## src/hdl/i2cee_pkg.sv

```systemverilog
// shared types, constants and helpers of the i2c eeprom transfer sequencer
package i2cee_pkg;

    localparam int MEM_BYTES_DEF  = 2048;
    localparam int PAGE_BYTES_DEF = 16;
    localparam int BLOCK_BYTES    = 256;
    localparam int ADDR_W         = 12;
    localparam int CLEN_W         = 9;
    localparam int IDX_W          = 11;
    localparam int RES_DEPTH      = 4;

    typedef enum logic [1:0] {
        REQ_CMD  = 2'd0,
        REQ_HOST = 2'd1,
        REQ_BUS  = 2'd2,
        REQ_TICK = 2'd3
    } req_t;

    typedef enum logic [1:0] {
        OP_READ   = 2'd0,
        OP_WRITE  = 2'd1,
        OP_UPDATE = 2'd2,
        OP_NONE   = 2'd3
    } op_t;

    typedef enum logic [2:0] {
        K_START = 3'd0,
        K_STOP  = 3'd1,
        K_WRITE = 3'd2,
        K_READ  = 3'd3,
        K_WANT  = 3'd4,
        K_DATA  = 3'd5,
        K_DONE  = 3'd6
    } kind_t;

    typedef enum logic [2:0] {
        ST_OK      = 3'd0,
        ST_NACK    = 3'd1,
        ST_ADDR    = 3'd2,
        ST_SIZE    = 3'd3,
        ST_TIMEOUT = 3'd4
    } stat_t;

    typedef enum logic [4:0] {
        PH_IDLE, PH_RD_START, PH_RD_DEV, PH_RD_WORD, PH_RD_RESTART, PH_RD_DEVR,
        PH_RD_DATA, PH_RD_STOP, PH_CMP_HOST, PH_WR_START, PH_WR_DEV, PH_WR_WORD,
        PH_WR_HOST, PH_WR_DATA, PH_WR_STOP, PH_PL_START, PH_PL_DEV, PH_PL_OK,
        PH_PL_FAIL, PH_PL_TICK, PH_ERR_STOP
    } phase_t;

    localparam logic CFG_DEVICE_BASE = 1'b0;
    localparam logic CFG_POLL_LIMIT  = 1'b1;

    typedef struct packed {
        kind_t            kind;
        logic [7:0]       data;
        logic             ack;
        logic [IDX_W-1:0] idx;
        stat_t            status;
        logic             last;
    } res_t;

    function automatic res_t mk_res(kind_t k, logic [7:0] d, logic a,
                                    logic [IDX_W-1:0] i, stat_t s);
        res_t r;
        r.kind   = k;
        r.data   = d;
        r.ack    = a;
        r.idx    = i;
        r.status = s;
        r.last   = 1'b0;
        return r;
    endfunction

endpackage

```

## src/hdl/i2cee_page_buf.sv

```systemverilog
// page buffer memory, one write and one registered read per cycle with forwarding
module i2cee_page_buf #(
    parameter int PAGE_BYTES = 16
) (
    input  logic                          aclk,
    input  logic                          wr_en,
    input  logic [$clog2(PAGE_BYTES)-1:0] wr_addr,
    input  logic [7:0]                    wr_data,
    input  logic [$clog2(PAGE_BYTES)-1:0] rd_addr,
    output logic [7:0]                    rd_data
);
    logic [7:0] mem [PAGE_BYTES];
    logic [7:0] rd_reg;

    // write port
    always_ff @(posedge aclk) begin
        if (wr_en) begin
            mem[wr_addr] <= wr_data;
        end
    end

    // read port, a same-cycle write to the same entry is forwarded
    always_ff @(posedge aclk) begin
        if (wr_en && wr_addr == rd_addr) begin
            rd_reg <= wr_data;
        end else begin
            rd_reg <= mem[rd_addr];
        end
    end

    assign rd_data = rd_reg;
endmodule

```

## src/hdl/i2cee_res_fifo.sv

```systemverilog
// result queue, takes up to two results per cycle and gives one
module i2cee_res_fifo (
    input  logic             aclk,
    input  logic             aresetn,
    input  logic [1:0]       push_cnt,
    input  i2cee_pkg::res_t  push0,
    input  i2cee_pkg::res_t  push1,
    output logic             room2,
    output logic             pop_valid,
    input  logic             pop_ready,
    output i2cee_pkg::res_t  pop_data,
    output logic [2:0]       level
);
    import i2cee_pkg::*;

    res_t       q [RES_DEPTH];
    logic [1:0] wptr_reg, wptr_next, rptr_reg, rptr_next;
    logic [2:0] cnt_reg, cnt_next;
    logic       pop;
    logic [1:0] wptr1;

    assign pop       = pop_valid && pop_ready;
    assign pop_valid = cnt_reg != 3'd0;
    assign pop_data  = q[rptr_reg];
    assign room2     = cnt_reg <= 3'(RES_DEPTH - 2);
    assign level     = cnt_reg;
    assign wptr1     = wptr_reg + 2'd1;

    // pointer and level update
    always_comb begin
        wptr_next = wptr_reg + push_cnt;
        rptr_next = rptr_reg + {1'b0, pop};
        cnt_next  = cnt_reg + {1'b0, push_cnt} - {2'b0, pop};
    end

    always_ff @(posedge aclk) begin
        if (!aresetn) begin
            wptr_reg <= '0;
            rptr_reg <= '0;
            cnt_reg  <= '0;
        end else begin
            wptr_reg <= wptr_next;
            rptr_reg <= rptr_next;
            cnt_reg  <= cnt_next;
        end
    end

    // entry storage
    always_ff @(posedge aclk) begin
        if (push_cnt != 2'd0) begin
            q[wptr_reg] <= push0;
        end
        if (push_cnt == 2'd2) begin
            q[wptr1] <= push1;
        end
    end
endmodule

```

## src/hdl/i2c_eeprom_transfer_sequencer.sv

```systemverilog
// top level of the i2c eeprom transfer sequencer: control state machine
//
//  channel  handshake            payload
//  s_       s_valid / s_ready    req_type op start_addr transfer_len host_byte bus_ack bus_byte
//  m_       m_valid / m_ready    out_kind out_byte read_ack data_index status last
//  cfg_     cfg_valid / cfg_ready cfg_index cfg_data
//
// one item a cycle: every item is handled in the cycle it is accepted and its
// zero to two results go into a four-entry result queue; s_ready is high while
// the queue has room for two results. the page buffer is a registered-read
// ram read one item ahead, with forwarding of a same-cycle write.
// reset is synchronous and clears the control state; no clearing pass.
module i2c_eeprom_transfer_sequencer #(
    parameter int MEM_BYTES  = i2cee_pkg::MEM_BYTES_DEF,
    parameter int PAGE_BYTES = i2cee_pkg::PAGE_BYTES_DEF
) (
    input  logic        aclk,
    input  logic        aresetn,
    input  logic        s_valid,
    output logic        s_ready,
    input  logic [1:0]  s_req_type,
    input  logic [1:0]  s_op,
    input  logic [15:0] s_start_addr,
    input  logic [15:0] s_transfer_len,
    input  logic [7:0]  s_host_byte,
    input  logic        s_bus_ack,
    input  logic [7:0]  s_bus_byte,
    output logic        m_valid,
    input  logic        m_ready,
    output logic [2:0]  m_out_kind,
    output logic [7:0]  m_out_byte,
    output logic        m_read_ack,
    output logic [10:0] m_data_index,
    output logic [2:0]  m_status,
    output logic        m_last,
    input  logic        cfg_valid,
    output logic        cfg_ready,
    input  logic        cfg_index,
    input  logic [7:0]  cfg_data
);
    import i2cee_pkg::*;

    localparam int PIDX_W = $clog2(PAGE_BYTES);

    phase_t              phase_reg, phase_next;
    op_t                 oper_reg, oper_next;
    logic [ADDR_W-1:0]   addr_reg, addr_next, rem_reg, rem_next, off_reg, off_next;
    logic [CLEN_W-1:0]   clen_reg, clen_next, cpos_reg, cpos_next;
    logic [7:0]          poll_reg, poll_next;
    logic                diff_reg, diff_next;
    logic [7:0]          dev_base_reg, poll_limit_reg;

    logic                acc;
    req_t                req;
    logic [1:0]          n_res;
    res_t                r0, r1, p0, p1, q_out;
    logic                room2;
    logic [2:0]          q_level;

    logic                buf_we;
    logic [PIDX_W-1:0]   buf_waddr, buf_raddr;
    logic [7:0]          buf_wdata, buf_rdata;

    // chunk start inputs and results
    logic                bc_sel_cmd;
    op_t                 bc_op;
    logic [ADDR_W-1:0]   bc_addr, bc_rem, adv_addr, adv_rem, adv_off;
    logic [CLEN_W-1:0]   bc_room, bc_clen;
    logic [CLEN_W-1:0]   cpos_inc;
    logic [7:0]          dev_byte;
    logic [IDX_W-1:0]    host_idx;
    logic [16:0]         cmd_end;
    logic                hb_differs;

    assign acc       = s_valid && s_ready;
    assign req       = req_t'(s_req_type);
    assign s_ready   = room2;
    assign cfg_ready = 1'b1;

    // configuration registers
    always_ff @(posedge aclk) begin
        if (!aresetn) begin
            dev_base_reg   <= 8'd160;
            poll_limit_reg <= 8'd10;
        end else if (cfg_valid) begin
            unique case (cfg_index)
                CFG_DEVICE_BASE: dev_base_reg   <= cfg_data;
                CFG_POLL_LIMIT:  poll_limit_reg <= cfg_data;
                default:         ;
            endcase
        end
    end

    // advance to the next chunk and chunk sizing
    assign adv_addr   = addr_reg + ADDR_W'(clen_reg);
    assign adv_rem    = rem_reg - ADDR_W'(clen_reg);
    assign adv_off    = off_reg + ADDR_W'(clen_reg);
    assign bc_sel_cmd = (req == REQ_CMD);
    assign bc_op      = bc_sel_cmd ? op_t'(s_op) : oper_reg;
    assign bc_addr    = bc_sel_cmd ? s_start_addr[ADDR_W-1:0] : adv_addr;
    assign bc_rem     = bc_sel_cmd ? s_transfer_len[ADDR_W-1:0] : adv_rem;
    assign bc_room    = (bc_op == OP_READ)
                      ? CLEN_W'(BLOCK_BYTES) - {1'b0, bc_addr[7:0]}
                      : CLEN_W'(PAGE_BYTES) - CLEN_W'(bc_addr % PAGE_BYTES);
    assign bc_clen    = (bc_rem < ADDR_W'(bc_room)) ? bc_rem[CLEN_W-1:0] : bc_room;
    assign cmd_end    = {1'b0, s_start_addr} + {1'b0, s_transfer_len};
    assign cpos_inc   = cpos_reg + 1'b1;
    assign dev_byte   = dev_base_reg | {3'b0, addr_reg[11:8], 1'b0};
    assign hb_differs = buf_rdata != s_host_byte;

    // next state and results
    always_comb begin
        phase_next = phase_reg;
        oper_next  = oper_reg;
        addr_next  = addr_reg;
        rem_next   = rem_reg;
        off_next   = off_reg;
        clen_next  = clen_reg;
        cpos_next  = cpos_reg;
        poll_next  = poll_reg;
        diff_next  = diff_reg;
        n_res      = 2'd0;
        r0         = mk_res(K_START, 8'd0, 1'b0, '0, ST_OK);
        r1         = mk_res(K_START, 8'd0, 1'b0, '0, ST_OK);
        buf_we     = 1'b0;
        buf_wdata  = s_host_byte;
        host_idx   = '0;
        if (acc) begin
            unique case (req)
                // command
                REQ_CMD: begin
                    if (phase_reg == PH_IDLE && op_t'(s_op) != OP_NONE) begin
                        n_res = 2'd1;
                        if ({1'b0, s_start_addr} >= 17'(MEM_BYTES)) begin
                            r0 = mk_res(K_DONE, 8'd0, 1'b0, '0, ST_ADDR);
                        end else if (cmd_end > 17'(MEM_BYTES)) begin
                            r0 = mk_res(K_DONE, 8'd0, 1'b0, '0, ST_SIZE);
                        end else begin
                            oper_next  = op_t'(s_op);
                            addr_next  = bc_addr;
                            rem_next   = bc_rem;
                            off_next   = '0;
                            poll_next  = '0;
                            if (bc_rem == '0) begin
                                r0 = mk_res(K_DONE, 8'd0, 1'b0, '0, ST_OK);
                                phase_next = PH_IDLE;
                            end else begin
                                clen_next  = bc_clen;
                                cpos_next  = '0;
                                diff_next  = 1'b0;
                                r0         = mk_res(K_START, 8'd0, 1'b0, '0, ST_OK);
                                phase_next = (bc_op == OP_WRITE) ? PH_WR_START
                                                                 : PH_RD_START;
                            end
                        end
                    end
                end
                // host data byte
                REQ_HOST: begin
                    if (phase_reg == PH_CMP_HOST) begin
                        buf_we    = 1'b1;
                        cpos_next = cpos_inc;
                        if (cpos_inc < clen_reg) begin
                            diff_next = diff_reg | hb_differs;
                            host_idx  = IDX_W'(off_reg) + IDX_W'(cpos_inc);
                            n_res     = 2'd1;
                            r0 = mk_res(K_WANT, 8'd0, 1'b0, host_idx, ST_OK);
                        end else if (diff_reg || hb_differs) begin
                            diff_next  = 1'b1;
                            cpos_next  = '0;
                            n_res      = 2'd1;
                            r0 = mk_res(K_START, 8'd0, 1'b0, '0, ST_OK);
                            phase_next = PH_WR_START;
                        end else begin
                            addr_next = adv_addr;
                            rem_next  = adv_rem;
                            off_next  = adv_off;
                            n_res     = 2'd1;
                            if (adv_rem == '0) begin
                                r0 = mk_res(K_DONE, 8'd0, 1'b0, '0, ST_OK);
                                phase_next = PH_IDLE;
                            end else begin
                                clen_next  = bc_clen;
                                cpos_next  = '0;
                                diff_next  = 1'b0;
                                r0 = mk_res(K_START, 8'd0, 1'b0, '0, ST_OK);
                                phase_next = (oper_reg == OP_WRITE) ? PH_WR_START
                                                                    : PH_RD_START;
                            end
                        end
                    end else if (phase_reg == PH_WR_HOST) begin
                        n_res      = 2'd1;
                        r0 = mk_res(K_WRITE, s_host_byte, 1'b0, '0, ST_OK);
                        phase_next = PH_WR_DATA;
                    end
                end
                // bus answer
                REQ_BUS: begin
                    n_res = 2'd1;
                    unique case (phase_reg)
                        PH_RD_START, PH_WR_START: begin
                            r0 = mk_res(K_WRITE, dev_byte, 1'b0, '0, ST_OK);
                            phase_next = (phase_reg == PH_RD_START) ? PH_RD_DEV
                                                                    : PH_WR_DEV;
                        end
                        PH_RD_DEV, PH_WR_DEV: begin
                            if (!s_bus_ack) begin
                                r0 = mk_res(K_STOP, 8'd0, 1'b0, '0, ST_OK);
                                phase_next = PH_ERR_STOP;
                            end else begin
                                r0 = mk_res(K_WRITE, addr_reg[7:0], 1'b0, '0, ST_OK);
                                phase_next = (phase_reg == PH_RD_DEV) ? PH_RD_WORD
                                                                      : PH_WR_WORD;
                            end
                        end
                        PH_RD_WORD: begin
                            if (!s_bus_ack) begin
                                r0 = mk_res(K_STOP, 8'd0, 1'b0, '0, ST_OK);
                                phase_next = PH_ERR_STOP;
                            end else begin
                                r0 = mk_res(K_START, 8'd0, 1'b0, '0, ST_OK);
                                phase_next = PH_RD_RESTART;
                            end
                        end
                        PH_RD_RESTART: begin
                            r0 = mk_res(K_WRITE, dev_byte | 8'h01, 1'b0, '0, ST_OK);
                            phase_next = PH_RD_DEVR;
                        end
                        PH_RD_DEVR: begin
                            if (!s_bus_ack) begin
                                r0 = mk_res(K_STOP, 8'd0, 1'b0, '0, ST_OK);
                                phase_next = PH_ERR_STOP;
                            end else begin
                                cpos_next  = '0;
                                r0 = mk_res(K_READ, 8'd0, clen_reg > CLEN_W'(1), '0,
                                            ST_OK);
                                phase_next = PH_RD_DATA;
                            end
                        end
                        PH_RD_DATA: begin
                            cpos_next = cpos_inc;
                            buf_wdata = s_bus_byte;
                            buf_we    = (oper_reg != OP_READ)
                                     && (cpos_reg < CLEN_W'(PAGE_BYTES));
                            host_idx  = IDX_W'(off_reg) + IDX_W'(cpos_reg);
                            if (oper_reg == OP_READ) begin
                                n_res = 2'd2;
                                r0 = mk_res(K_DATA, s_bus_byte, 1'b0, host_idx, ST_OK);
                                if (cpos_inc < clen_reg) begin
                                    r1 = mk_res(K_READ, 8'd0,
                                                (cpos_inc + 1'b1) < clen_reg, '0, ST_OK);
                                end else begin
                                    r1 = mk_res(K_STOP, 8'd0, 1'b0, '0, ST_OK);
                                    phase_next = PH_RD_STOP;
                                end
                            end else if (cpos_inc < clen_reg) begin
                                r0 = mk_res(K_READ, 8'd0,
                                            (cpos_inc + 1'b1) < clen_reg, '0, ST_OK);
                            end else begin
                                r0 = mk_res(K_STOP, 8'd0, 1'b0, '0, ST_OK);
                                phase_next = PH_RD_STOP;
                            end
                        end
                        PH_RD_STOP, PH_PL_OK: begin
                            if (phase_reg == PH_RD_STOP && oper_reg != OP_READ) begin
                                cpos_next  = '0;
                                diff_next  = 1'b0;
                                host_idx   = IDX_W'(off_reg);
                                r0 = mk_res(K_WANT, 8'd0, 1'b0, host_idx, ST_OK);
                                phase_next = PH_CMP_HOST;
                            end else begin
                                addr_next = adv_addr;
                                rem_next  = adv_rem;
                                off_next  = adv_off;
                                if (adv_rem == '0) begin
                                    r0 = mk_res(K_DONE, 8'd0, 1'b0, '0, ST_OK);
                                    phase_next = PH_IDLE;
                                end else begin
                                    clen_next  = bc_clen;
                                    cpos_next  = '0;
                                    diff_next  = 1'b0;
                                    r0 = mk_res(K_START, 8'd0, 1'b0, '0, ST_OK);
                                    phase_next = (oper_reg == OP_WRITE) ? PH_WR_START
                                                                        : PH_RD_START;
                                end
                            end
                        end
                        PH_WR_WORD, PH_WR_DATA: begin
                            if (!s_bus_ack) begin
                                r0 = mk_res(K_STOP, 8'd0, 1'b0, '0, ST_OK);
                                phase_next = PH_ERR_STOP;
                            end else begin
                                cpos_next = (phase_reg == PH_WR_WORD) ? '0 : cpos_inc;
                                if (phase_reg == PH_WR_DATA && cpos_inc >= clen_reg)
                                begin
                                    r0 = mk_res(K_STOP, 8'd0, 1'b0, '0, ST_OK);
                                    phase_next = PH_WR_STOP;
                                end else if (oper_reg == OP_WRITE) begin
                                    host_idx = IDX_W'(off_reg) + IDX_W'(cpos_next);
                                    r0 = mk_res(K_WANT, 8'd0, 1'b0, host_idx, ST_OK);
                                    phase_next = PH_WR_HOST;
                                end else begin
                                    r0 = mk_res(K_WRITE, buf_rdata, 1'b0, '0, ST_OK);
                                    phase_next = PH_WR_DATA;
                                end
                            end
                        end
                        PH_WR_STOP: begin
                            poll_next  = '0;
                            r0 = mk_res(K_START, 8'd0, 1'b0, '0, ST_OK);
                            phase_next = PH_PL_START;
                        end
                        PH_PL_START: begin
                            r0 = mk_res(K_WRITE, dev_base_reg, 1'b0, '0, ST_OK);
                            phase_next = PH_PL_DEV;
                        end
                        PH_PL_DEV: begin
                            r0 = mk_res(K_STOP, 8'd0, 1'b0, '0, ST_OK);
                            phase_next = s_bus_ack ? PH_PL_OK : PH_PL_FAIL;
                        end
                        PH_PL_FAIL: begin
                            n_res      = 2'd0;
                            phase_next = PH_PL_TICK;
                        end
                        PH_ERR_STOP: begin
                            r0 = mk_res(K_DONE, 8'd0, 1'b0, '0, ST_NACK);
                            phase_next = PH_IDLE;
                        end
                        default: begin
                            n_res = 2'd0;
                        end
                    endcase
                end
                // millisecond tick
                REQ_TICK: begin
                    if (phase_reg == PH_PL_TICK) begin
                        poll_next = (poll_reg != 8'hFF) ? poll_reg + 8'd1 : poll_reg;
                        n_res     = 2'd1;
                        if (poll_next >= poll_limit_reg) begin
                            r0 = mk_res(K_DONE, 8'd0, 1'b0, '0, ST_TIMEOUT);
                            phase_next = PH_IDLE;
                        end else begin
                            r0 = mk_res(K_START, 8'd0, 1'b0, '0, ST_OK);
                            phase_next = PH_PL_START;
                        end
                    end
                end
                default: ;
            endcase
        end
    end

    // mark the last result of the beat
    always_comb begin
        p0 = r0;
        p1 = r1;
        p0.last = (n_res == 2'd1);
        p1.last = 1'b1;
    end

    // state registers
    always_ff @(posedge aclk) begin
        if (!aresetn) begin
            phase_reg <= PH_IDLE;
            oper_reg  <= OP_READ;
            addr_reg  <= '0;
            rem_reg   <= '0;
            off_reg   <= '0;
            clen_reg  <= '0;
            cpos_reg  <= '0;
            poll_reg  <= '0;
            diff_reg  <= 1'b0;
        end else begin
            phase_reg <= phase_next;
            oper_reg  <= oper_next;
            addr_reg  <= addr_next;
            rem_reg   <= rem_next;
            off_reg   <= off_next;
            clen_reg  <= clen_next;
            cpos_reg  <= cpos_next;
            poll_reg  <= poll_next;
            diff_reg  <= diff_next;
        end
    end

    // page buffer read one item ahead: the entry the next beat will need
    always_comb begin
        buf_waddr = cpos_reg[PIDX_W-1:0];
        if (phase_next == PH_WR_DATA) begin
            buf_raddr = cpos_next[PIDX_W-1:0] + 1'b1;
        end else if (phase_next == PH_WR_WORD) begin
            buf_raddr = '0;
        end else begin
            buf_raddr = cpos_next[PIDX_W-1:0];
        end
    end

    i2cee_page_buf #(
        .PAGE_BYTES (PAGE_BYTES)
    ) u_page_buf (
        .aclk    (aclk),
        .wr_en   (buf_we),
        .wr_addr (buf_waddr),
        .wr_data (buf_wdata),
        .rd_addr (buf_raddr),
        .rd_data (buf_rdata)
    );

    i2cee_res_fifo u_res_fifo (
        .aclk      (aclk),
        .aresetn   (aresetn),
        .push_cnt  (n_res),
        .push0     (p0),
        .push1     (p1),
        .room2     (room2),
        .pop_valid (m_valid),
        .pop_ready (m_ready),
        .pop_data  (q_out),
        .level     (q_level)
    );

    assign m_out_kind   = q_out.kind;
    assign m_out_byte   = q_out.data;
    assign m_read_ack   = q_out.ack;
    assign m_data_index = q_out.idx;
    assign m_status     = q_out.status;
    assign m_last       = q_out.last;

`ifndef ASSERT_OFF
    // queue never overfills
    a_level: assert property (@(posedge aclk) disable iff (!aresetn)
        q_level <= 3'(RES_DEPTH)) else $error("result queue overflow");
    // an accepted beat always finds room for two results
    a_room: assert property (@(posedge aclk) disable iff (!aresetn)
        acc |-> q_level <= 3'(RES_DEPTH - 2)) else $error("accepted without room");
    // chunk position never passes chunk length
    a_cpos: assert property (@(posedge aclk) disable iff (!aresetn)
        phase_reg != PH_IDLE |-> cpos_reg <= clen_reg) else $error("chunk overrun");
`endif
endmodule
```

## config.mk

```make
export PLATFORM = sky130hd
export DESIGN_NAME = i2c_eeprom_transfer_sequencer
export DESIGN_NICKNAME = d
export VERILOG_FILES = /design/src/hdl/i2cee_pkg.sv /design/src/hdl/i2cee_page_buf.sv /design/src/hdl/i2cee_res_fifo.sv /design/src/hdl/i2c_eeprom_transfer_sequencer.sv
export SDC_FILE = /design/constraint.sdc
export NUM_CORES = 1
export LEC_CHECK = 0
export BUFFER_PORTS_ARGS = -buffer_cell sky130_fd_sc_hd__clkbuf_2
export CAP_MARGIN = 15
export CELL_PAD_IN_SITES_DETAIL_PLACEMENT = 1
export CELL_PAD_IN_SITES_GLOBAL_PLACEMENT = 2
export CORE_MARGIN = 3
export CORE_UTILIZATION = 40
export DETAILED_ROUTE_END_ITERATION = 16
export PLACE_DENSITY_LB_ADDON = 0.3
export REMOVE_ABC_BUFFERS = 1
export SLEW_MARGIN = 20
export SYNTH_ARGS = -nofsm -noshare
export SYNTH_HDL_FRONTEND = slang
export SYNTH_SLANG_ARGS = --single-unit
```

## constraint.sdc

```tcl
create_clock -name aclk -period 6.2 [get_ports aclk]
set_input_delay 0.31 -clock aclk [delete_from_list [all_inputs] [get_ports aclk]]
set_output_delay 0.31 -clock aclk [all_outputs]
set_load 0.005 [all_outputs]
```

* Word-level counts from Yosys, hierarchy flattened *
Memories as Yosys holds them, arrays and structs flattened. A register that Yosys moved wholly into a read port is not among the register bits.
Index checks and enable logic that the tools add are counted.
Widths: inputs -> output; s select.

word-level totals
  register bits = 93
  RAM bits = 236
  memories kept = 2

operators by class
  add/subtract/negate cells = 18
  magnitude comparators = 10
  equal/unequal tests = 47
  muxes and demuxes = 155
  bitwise logic cells = 5
  reduce and logical (&&, ||, !) cells = 31

memories
  name            words  bits a word  read ports  clocked after Yosys merged registers in  wr ports  RTL line              source
  u_page_buf.mem  16     8            1           1                                        1         i2cee_page_buf.sv:12  logic [7:0] mem [PAGE_BYTES];
  u_res_fifo.q    4      27           1           1                                        2         i2cee_res_fifo.sv:16  res_t q [RES_DEPTH];

operators with widths
  cell                number
  $mux 27             16
  $mux 12             26
  $pmux 27 s11        1
  $mux 9              25
  $mux 26             8
  $pmux 12 s3         3
  $pmux 27 s4         1
  $mux 8              9
  $mux 5              13
  $pmux 5 s13         1
  $pmux 9 s3          2
  $eq 5x4->1 const B  10
  $mux 4              12
  $pmux 9 s4          1
  $add 11x9->11       3
  $eq 5x5->1 const B  5
  $mux 25             1
  $add 12x9->12       2
  $logic_not 12->1    2
  $mux 1              24
  $pmux 8 s3          1
  $reduce_and 11->1   2
  $eq 5x3->1 const B  4
  $pmux 5 s4          1
  53 further kinds    93

* Longest topological paths before layout *
  depth in word-level cells = 13
  mapped depth = 20

* Modules after synthesis *
From an unflattened synthesis, not the netlist that was laid out.

unflattened totals
  cells, all modules = 2,018
  area, all modules = 21,605.7 µm²

by module, submodules not included
  module                         times used  cells an instance  area an instance (µm²)  sequential area each (µm²)
  i2c_eeprom_transfer_sequencer  1           1,487              10,787.8                1,701.6
  i2cee_res_fifo                 1           306                5,750.5                 3,383.2
  i2cee_page_buf                 1           225                5,067.4                 3,923.8

* Worst setup path before layout *
No wires, ideal clock.

  path kind = flip-flop to flip-flop
  start point = reg cpos_reg[0]
  end point = reg with a tool-made name
  arrival time = 4,473 ps
  required time = 6,128 ps
  path slack = 1,655 ps
  cell stages (with the launch flop) = 19
  cell sequence = dfxtp_1 > ha_1 > and3_1 > clkbuf_1 > nand3_1 > xor2_1 > inv_1 > ha_1 > a211o_1 > a21oi_1 > a31oi_1 > a211oi_1 > a32oi_1 > a22o_1 > o311a_1 > o41a_1 > nor4_4 > nor4b_4 > mux2i_1

RTL lines
  item                      RTL line                              source
  start: declaration        i2c_eeprom_transfer_sequencer.sv:48   logic [CLEN_W-1:0] clen_reg, clen_next, cpos_reg, cpos_next;
  start signal: assignment  i2c_eeprom_transfer_sequencer.sv:380  cpos_reg <= cpos_next;

==> flow_summary.json <==
{
  "routabilityCongestion": 0.889,
  "worstPathArrival_ps": 6000,
  "period_share_pct": 89.2,
  "via_per_inst": 6.00,
  "drc": 0,
  "p_sw_mw": 1.97,
  "async_reset_ff_share_pct": 0,
  "p_seq_share_pct": 39.2,
  "grt_pass1_wl_um": 105000,
  "portBuffers": 95,
  "nets": 2382,
  "status": "complete, no violations",
  "largest_reg_flops": 128,
  "fmax_ghz": 0.181,
  "leakagePower_nw": 8.40,
  "final-seq-area_um2": 8050,
  "endpoint_kind": "register",
  "rsz0062_at_grt": "no",
  "coreArea_um2": 49500,
  "reg_top3": "u_page_buf.mem x128, u_res_fifo.q x108",
  "die_area_um2": 53400,
  "ctsResizeCount": 0,
  "start_util_pct": 41.0,
  "crit_type": "register to register",
  "ys_ff_latch": 332,
  "clockPowerShare_pct": 37.7,
  "wire_per_inst_um": 23.4,
  "synthTopCellsByArea": "edfxtp_1 (21%), dfxtp_1 (19%), ha_1 (7.5%)",
  "yosys.area.top_type_share_pct": 20.7,
  "clkTransAtPathRegs_ps": 60,
  "die_y_um": 231,
  "report.final.slew_viol_count": 0,
  "clock_latency_ps": 570,
  "final_common_cell": "dfxtp_1",
  "wl_um": 67400,
  "fin_crit_ps": 5530,
  "critPathRequiredTime_ps": 6670,
  "reg2reg_slack_ps": 670,
  "yosysTopAreaCell": "edfxtp_1",
  "skew_ps": 21.6,
  "power.density_nw_per_um2": 274,
  "cts_num_sinks": 332,
  "yosys_warnings": 0,
  "cp_slowest_cell": "a211oi_1",
  "multi_input_area_um2": 11400,
  "vdd_drop_max_mv": 0.214,
  "syn_inst": 2126,
  "cp-start-kind": "register",
  "pwr-share-comb_pct": 23.1,
  "root_buffer": "clkbuf_16",
  "maxCapViolCount": 0,
  "p_int_mw": 4.29,
  "cts_inserted_buffers": 40,
  "ff2ff_path_depth": 17,
  "grt_use_total_pct": 25.0,
  "report.final.hold_viol_count": 0,
  "relSlewSlack_pct": 22.3,
  "dr.pass1.iters": 6,
  "clockBufferDepth": 3,
  "yosys_most_used_dff": "dfxtp_1",
  "worstReg2RegStart": "cpos_reg[1]",
  "diodes": 0,
  "hpwl_um": 49400,
  "crit_start": "cpos_reg[1]",
  "layout_common_cells": "dfxtp_1 (189), o21ai_0 (164), nor2_1 (155), nand2_1 (155), edfxtp_1 (140)",
  "final_core_util_pct": 46.1,
  "vias": 17300,
  "ys_types": 95,
  "cp_cell_sequence": "ha_1, and3_1, nand3_1, xor2_1, inv_1, ha_1, a211o_1, a21oi_1, a31oi_1, a211oi_1, a32oi_1, a22o_1, o311a_1, o41a_1, nor4_4, nor4b_4, mux2i_1",
  "die_width_um": 231,
  "overflow": 0,
  "drive_gt1_share_pct": 13.4,
  "switching_share_pct": 31.4,
  "setup_tns_ps": 0,
  "cts_setup_buffers": 0,
  "drt-initial-drc-count": 1090,
  "antenna_left": 0,
  "syn_area_um2": 20300,
  "avgSynthCellArea_um2": 9.53,
  "antenna_found_initial": 0,
  "yosysSeqAreaShare_pct": 39.7,
  "syn_to_final_growth_pct": 12.6,
  "max_stage_delay_ps": 770,
  "fillers": 5634,
  "cts_hold_buf": 8,
  "finalSetupViolations": 0,
  "worst-slew-pin-transition_ps": 1160,
  "htreeDepth": 2,
  "cts_tree": "yes",
  "cp_max_fo": 8,
  "grt_pass1_vias": 17800,
  "cp_common_cell": "ha_1",
  "top_register": "u_page_buf.mem",
  "ioPinCount": 97,
  "rows": 81,
  "synth-edff-count": 140,
  "hold_class": "input port to register",
  "grt_max_degree": 59
}
==> power by group through the flow <==
stage                     sequential (mW)  clock [mW]  combinational, mW
after floorplan                      2.46           0               1.01
after global placement               2.50           0               1.39
after detailed placement             2.50           0               1.42
after CTS                            2.45        2.40               1.43
after global routing                 2.47        2.49               1.59
final                                2.45        2.36               1.45
==> Yosys cell counts, drive strengths merged, types with 28 or more instances <==
cell    number
nor3        41
ha         122
inv         90
clkbuf      94
nand3      133
and2        29
mux2i       62
xnor2       61
nand2      155
a211oi      36
o21ai      166
dfxtp      192
a21oi      130
mux4        45
nor2       156
nor2b       28
edfxtp     140
==> routing by layer <==
layer / up-vias / share of wire (%) / wire length (um) / track usage (%)
met1: 8675 / 44 / 29500 / 32.5
met4: 0 / 2.7 / 1800 / 6.91
met2: 454 / 48 / 32300 / 42.5
met5: - / 0 / 0 / 0
li1: 8045 / - / - / -
met3: 111 / 5.8 / 3900 / 5.14
==> critical path, delay by kind of cell (launching register included) <==
kind / cells / cell delay (ps)
and+or+nand+nor: 4 / 1170
xor gates and xnor gates: 1 / 390
adders and majority gates: 2 / 560
AOI/OAI and AO/OA: 8 / 2320
DFF: 1 / 550
muxes: 1 / 270
buffers and inverters: 1 / 180
==> logic make-up after synthesis <==
kind of cell	Yosys count	synth area share (%)
compound gates	583	19.0
xor+xnor	81	3.50
fa+ha+maj	130	8.32
buf+inv	216	4.25
flops	332	39.7
mux	133	9.51
other cells	1	0.0185
simple gates	650	15.7
==> how the worst min path moves through the flow <==
stage / startpoint / endpoint / slack, ps / cells past startpoint
after floorplan: aresetn / dev_base_reg[5] / 380 / 1
after global placement: poll_limit_reg[4] / poll_limit_reg[4] / 450 / 2
after detailed placement: dev_base_reg[6] / dev_base_reg[6] / 460 / 2
after CTS: s_start_addr[8] / addr_reg[8] / 90 / 3
after global routing: s_start_addr[3] / addr_reg[3] / 130 / 3
final: s_start_addr[8] / addr_reg[8] / 110 / 3
==> through the flow <==
stage	cells	area [um2]	worst slack, ps	power [mW]	hold WS (ps)
after floorplan	2005	19800	77.3	3.47	382
after global placement	2798	21400	1050	3.89	446
after detailed placement	2798	21400	804	3.92	457
after CTS	2880	22800	745	6.29	86.7
after global routing	2881	22800	335	6.55	130
final	2881	22800	667	6.26	108
==> area by class of cell <==
| class | count | area share (%) |
|---|---|---|
| Multi-Input combinational cell | 1578 | 50.1 |
| Clock buffer | 52 | 4.77 |
| Timing Repair Buffer | 138 | 3.67 |
| Inverter | 95 | 1.56 |
| Clock inverter | 22 | 0.993 |
| Tap cell | 664 | 3.64 |
| Sequential cell | 332 | 35.3 |
No activity file was read; power rests on OpenSTA's default activity.
